[config.mk]
export PLATFORM = sky130hd
export DESIGN_NAME = ttlat_cell
export DESIGN_NICKNAME = d
export VERILOG_FILES = /design/src/rtl/ttlat_pkg.sv /design/src/rtl/ttlat_cell.sv
export SDC_FILE = /design/constraint.sdc
export NUM_CORES = 1
export LEC_CHECK = 0
export ABC_AREA = 1
export BUFFER_PORTS_ARGS = -buffer_cell sky130_fd_sc_hd__buf_4
export CAP_MARGIN = 20
export CORE_MARGIN = 3
export CORE_UTILIZATION = 30
export CTS_CLUSTER_DIAMETER = 200
export DETAILED_ROUTE_END_ITERATION = 8
export SLEW_MARGIN = 20
export SYNTH_ARGS = -nofsm -noshare
export SYNTH_HDL_FRONTEND = slang
export SYNTH_SLANG_ARGS = --single-unit
[constraint.sdc]
create_clock -name clock -period 8.35 [get_ports clock]
set_clock_uncertainty 0.1 [all_clocks]
set_input_delay 1.67 -clock clock [delete_from_list [all_inputs] [get_ports clock]]
set_output_delay 1.67 -clock clock [all_outputs]
set_load 0.02 [all_outputs]
[src/rtl/ttlat_pkg.sv]
// ----------------------------------------------------------------------------
// ttlat_pkg
// Types, constants and helper functions of the TTL anomaly tracker.
// ----------------------------------------------------------------------------
package ttlat_pkg;

   localparam int TABLE_ENTRIES = 64;
   localparam int IDX_W         = (TABLE_ENTRIES > 1) ? $clog2(TABLE_ENTRIES) : 1;
   localparam int CNT_W         = $clog2(TABLE_ENTRIES + 1);

   localparam int ADDR_W   = 32;
   localparam int TTL_W    = 8;
   localparam int PKTS_W   = 32;
   localparam int TOTAL_W  = 32;
   localparam int USED_W   = 7;
   localparam int STATUS_W = 2;

   localparam logic [TTL_W-1:0] BASE_LOW       = 8'd64;
   localparam logic [TTL_W-1:0] BASE_MID       = 8'd128;
   localparam logic [TTL_W-1:0] BASE_HIGH      = 8'd255;
   localparam logic [TTL_W-1:0] THRESHOLD_INIT = 8'd20;

   typedef enum logic [STATUS_W-1:0] {
      STATUS_NORMAL   = 2'd0,
      STATUS_ANOMALY  = 2'd1,
      STATUS_REJECTED = 2'd2
   } status_type;

   typedef enum logic [1:0] {
      ST_IDLE,
      ST_MATCH,
      ST_UPDATE
   } state_type;

   // lookup answer of one cell, all zero when the cell does not match
   typedef struct packed {
      logic              hit;
      logic [TTL_W-1:0]  baseline;
      logic [PKTS_W-1:0] packets;
      logic              flag;
   } hit_type;

   // write command broadcast to the row
   typedef struct packed {
      logic              en;
      logic              found;
      logic [ADDR_W-1:0] address;
      logic [TTL_W-1:0]  baseline;
      logic [PKTS_W-1:0] packets;
      logic              flag;
   } write_type;

   function automatic logic [TTL_W-1:0] pick_baseline(input logic [TTL_W-1:0] ttl);
      logic [TTL_W-1:0] base;
      if (ttl <= BASE_LOW) begin
         base = BASE_LOW;
      end else if (ttl <= BASE_MID) begin
         base = BASE_MID;
      end else begin
         base = BASE_HIGH;
      end
      return base;
   endfunction

   function automatic logic [31:0] sat_inc(input logic [31:0] v);
      return (v == '1) ? v : v + 32'd1;
   endfunction

endpackage

[src/rtl/ttlat_cell.sv]
// ----------------------------------------------------------------------------
// ttlat_cell
// One table entry: stored key, baseline, packet count and flag, its own key
// comparator and the occupancy handoff to the next cell of the row.
// ----------------------------------------------------------------------------
module ttlat_cell
   import ttlat_pkg::*;
(
   input  logic              clock,
   input  logic [IDX_W-1:0]  cell_index,
   input  logic [CNT_W-1:0]  used_count,
   input  logic              left_used,
   output logic              own_used,
   input  logic [ADDR_W-1:0] key,
   input  logic              capture,
   input  write_type         wr,
   output hit_type           hit_out
);

   logic [ADDR_W-1:0] address_ff;
   logic [TTL_W-1:0]  baseline_ff;
   logic [PKTS_W-1:0] packets_ff;
   logic              flag_ff;
   logic              hit_ff;
   logic              hit_in;
   logic              is_tail;
   logic              wr_sel;

   assign own_used = CNT_W'(cell_index) < used_count;
   // first free cell: left neighbor occupied, this one not
   assign is_tail  = left_used && !own_used;
   assign hit_in   = own_used && (address_ff == key);
   assign wr_sel   = wr.en && (wr.found ? hit_ff : is_tail);

   always_comb begin
      hit_out = '0;
      if (hit_in) begin
         hit_out.hit      = 1'b1;
         hit_out.baseline = baseline_ff;
         hit_out.packets  = packets_ff;
         hit_out.flag     = flag_ff;
      end
   end

   always_ff @(posedge clock) begin
      if (capture) begin
         hit_ff <= hit_in;
      end
      if (wr_sel) begin
         address_ff  <= wr.address;
         baseline_ff <= wr.baseline;
         packets_ff  <= wr.packets;
         flag_ff     <= wr.flag;
      end
   end

endmodule

==> results.yml <==
run_status:
  status: "completed"
layout:
  fillCellCount: 1130
  final_core_util: 0.454
  drive_gt1_frac: 0.425
  diodes: 0
  area_growth_pct: 43.9
  fin_cells: 668
  nNetsFinal: 649
timing:
  post-route-min-period_ns: 5.42
  fin_setup_tns_ns: 0
  fmax_ghz: 0.184
  finalSetupViolCount: 0
  post-route-period-util: 0.649
  worst_slew_pin_slew_ns: 0.954
  drv_slew: 0
  hold_viol: 0
  relSlewSlack: 0.364
  setup_ws_ns: 2.93
  rsz0062_at_grt: "no"
clock_network:
  cts_max_path_buffers: 2
  cts_sinks: 74
  clk_latency_ns: 0.33
  hold_buffers: 0
  clock-root-buffer: "clkbuf_16"
  post_cts_resized: 0
  h-tree-depth: 3
  post_cts_buffers: 0
  path_clk_slew_ns: 0.06
  cts_buffers: 9
  cts_tree: "yes"
floorplan:
  die-area_mm2: 0.0137
  io_pins: 166
  die_w_um: 117
  coreArea_mm2: 0.0117
  rows: 39
  die_y_um: 117
  start_util: 0.315
worst_setup_path:
  cp.arrival_ns: 3.65
  ff2ff_setup_slack_ns: 6.30
  start_kind: "input pin"
  reg2reg_depth: 7
  timing.rr.start: "address_ff[21]$_DFFE_PP_"
  r2r-end: "hit_ff$_DFFE_PP_"
  end_kind: "output pin"
  worstPathRequired_ns: 6.58
  path_class: "input pin to output pin"
  critPathMaxFanout: 42
logic_synthesis:
  synth_cell_types: 17
  synth_area_mm2: 0.00369
  synth_seq_cells: 74
  yosysWarningCount: 0
  syn-instance-count: 353
  synth_nets: 481
  ys_seq_area_frac: 0.602
  synth.avg_cell_area_um2: 10.5
pwr:
  ir_worst_vdd_v: 0.000119
  p_leak_nw: 2.54
  power.density_mw_per_mm2: 167
  power.total_w: 0.000888
grt:
  grt.total_usage: 0.121
  antenna_found_initial: 0
  grt_max_degree: 74
  grt_pass1_vias: 2738
  grt_overflow: 0
  grt_pass1_wl_um: 12600
detailed_routing:
  drtIter0Drc: 60
  vias_per_cell: 4.13
  num_vias: 2762
  avgRoutedWirePerCell_um: 12.6
  route.detailed.drc: 0
  detail-route-antenna-nets: 0
  drt-total-wl_um: 8410
  dr.pass1.iters: 4
job:
  drv_cap: 0
min_path:
  hp-class: "flop to flop"
  min-delay-start: "address_ff[30]$_DFFE_PP_"
  min_to: "hit_ff$_DFFE_PP_"
  hold-path-cell-count: 7
placement:
  hpwl_um: 6170
  dp_slack_ns: 2.90
  routabilityCongestion: 0.714
  placement.io_buffers: 165
  dp.cells: 653
==> power breakdown <==
part / leakage (nW) / internal (W) / switching (W)
Sequential: 0.688 / 0.000429 / 0.00000471
Combinational: 1.72 / 0.0000487 / 0.0000361
Clock: 0.137 / 0.000228 / 0.000142
==> cells in the final DEF, fill, tap and decap left out, types with 2 or more instances in the layout <==
cell type,synthesis,layout
nand2_1,78,78
inv_1,95,95
buf_4,1,166
nor3_1,3,3
clkbuf_16,0,9
nor3_2,39,39
xor2_1,7,7
nor2_1,34,34
clkbuf_1,0,2
ha_1,5,5
edfxtp_1,74,74
clkinv_2,0,2
nor2_2,2,2
==> worst max path at each step <==
stage	from	end	slack, ns	cells after the start
floorplan	used_count[5]	address_ff[0]$_DFFE_PP_	1.72	8
detailed placement	cell_index[2]	hit_out[1]	2.90	8
global route	cell_index[2]	hit_out[0]	2.74	8
global placement	cell_index[2]	hit_out[0]	2.98	8
CTS	cell_index[2]	hit_out[1]	2.87	8
finish	cell_index[2]	hit_out[0]	2.93	8
==> cells by family after synthesis <==
family | Yosys count | share of synthesized area
AOI/OAI and AO/OA | 4 | 0.00644
xor gates and xnor gates | 7 | 0.0166
adders and majority gates | 5 | 0.0169
buffers and inverters | 104 | 0.123
DFF | 74 | 0.602
and+or+nand+nor | 159 | 0.235
==> flip-flops by register name, summed over array words and instances (netlist names) <==
name	flops
address_ff	32
packets_ff	32
hit_ff	1
baseline_ff	8
flag_ff	1
==> cell usage after synthesis <==
master,count,share of area
inv_1,95,0.097
nand2_1,78,0.079
edfxtp_1,74,0.60
nor3_2,39,0.11
nor2_1,34,0.035
buf_6,8,0.024
xor2_1,7,0.017
ha_1,5,0.017
nor3_1,3,0.0041
a21oi_1,2,0.0027
nor2_2,2,0.0034
a21oi_2,1,0.0024
buf_4,1,0.0020
nand2_2,1,0.0017
nand3_1,1,0.0014
nand3_4,1,0.0047
o21ai_0,1,0.0014
==> metrics by stage <==
step           cell area [µm²]  hold WS (ns)
2_1_floorplan             3690         0.922
3_3_place_gp              5030          1.31
3_5_place_dp              5030          1.37
4_1_cts                   5310          1.39
5_1_grt                   5310          1.40
6_report                  5310          1.36
==> per-layer routing <==
metal	global-route usage	routed length, µm	vias to the layer above
met2	0.203	4220	111
met4	0.0482	75	0
met5	0	0	-
met3	0.0483	820	9
met1	0.139	3300	1220
li1	-	-	1422
==> critical path, stage by stage <==
cell     delay, ns
buf_4         0.11
ha_1          0.30
a21oi_1       0.13
nand2_1       0.08
a21oi_2       0.23
nand3_4       0.55
nor3_1        0.35
buf_4         0.20
==> cell type report <==
class	count	area [µm²]	share of cell area
Sequential cell	74	2220	0.418
Clock buffer	11	233	0.0438
Clock inverter	4	43.8	0.00825
Timing Repair Buffer	166	1250	0.235
Inverter	95	357	0.0671
Tap cell	143	179	0.0337
Multi-Input combinational cell	175	1030	0.194
Power figures use the tool's default switching activity.
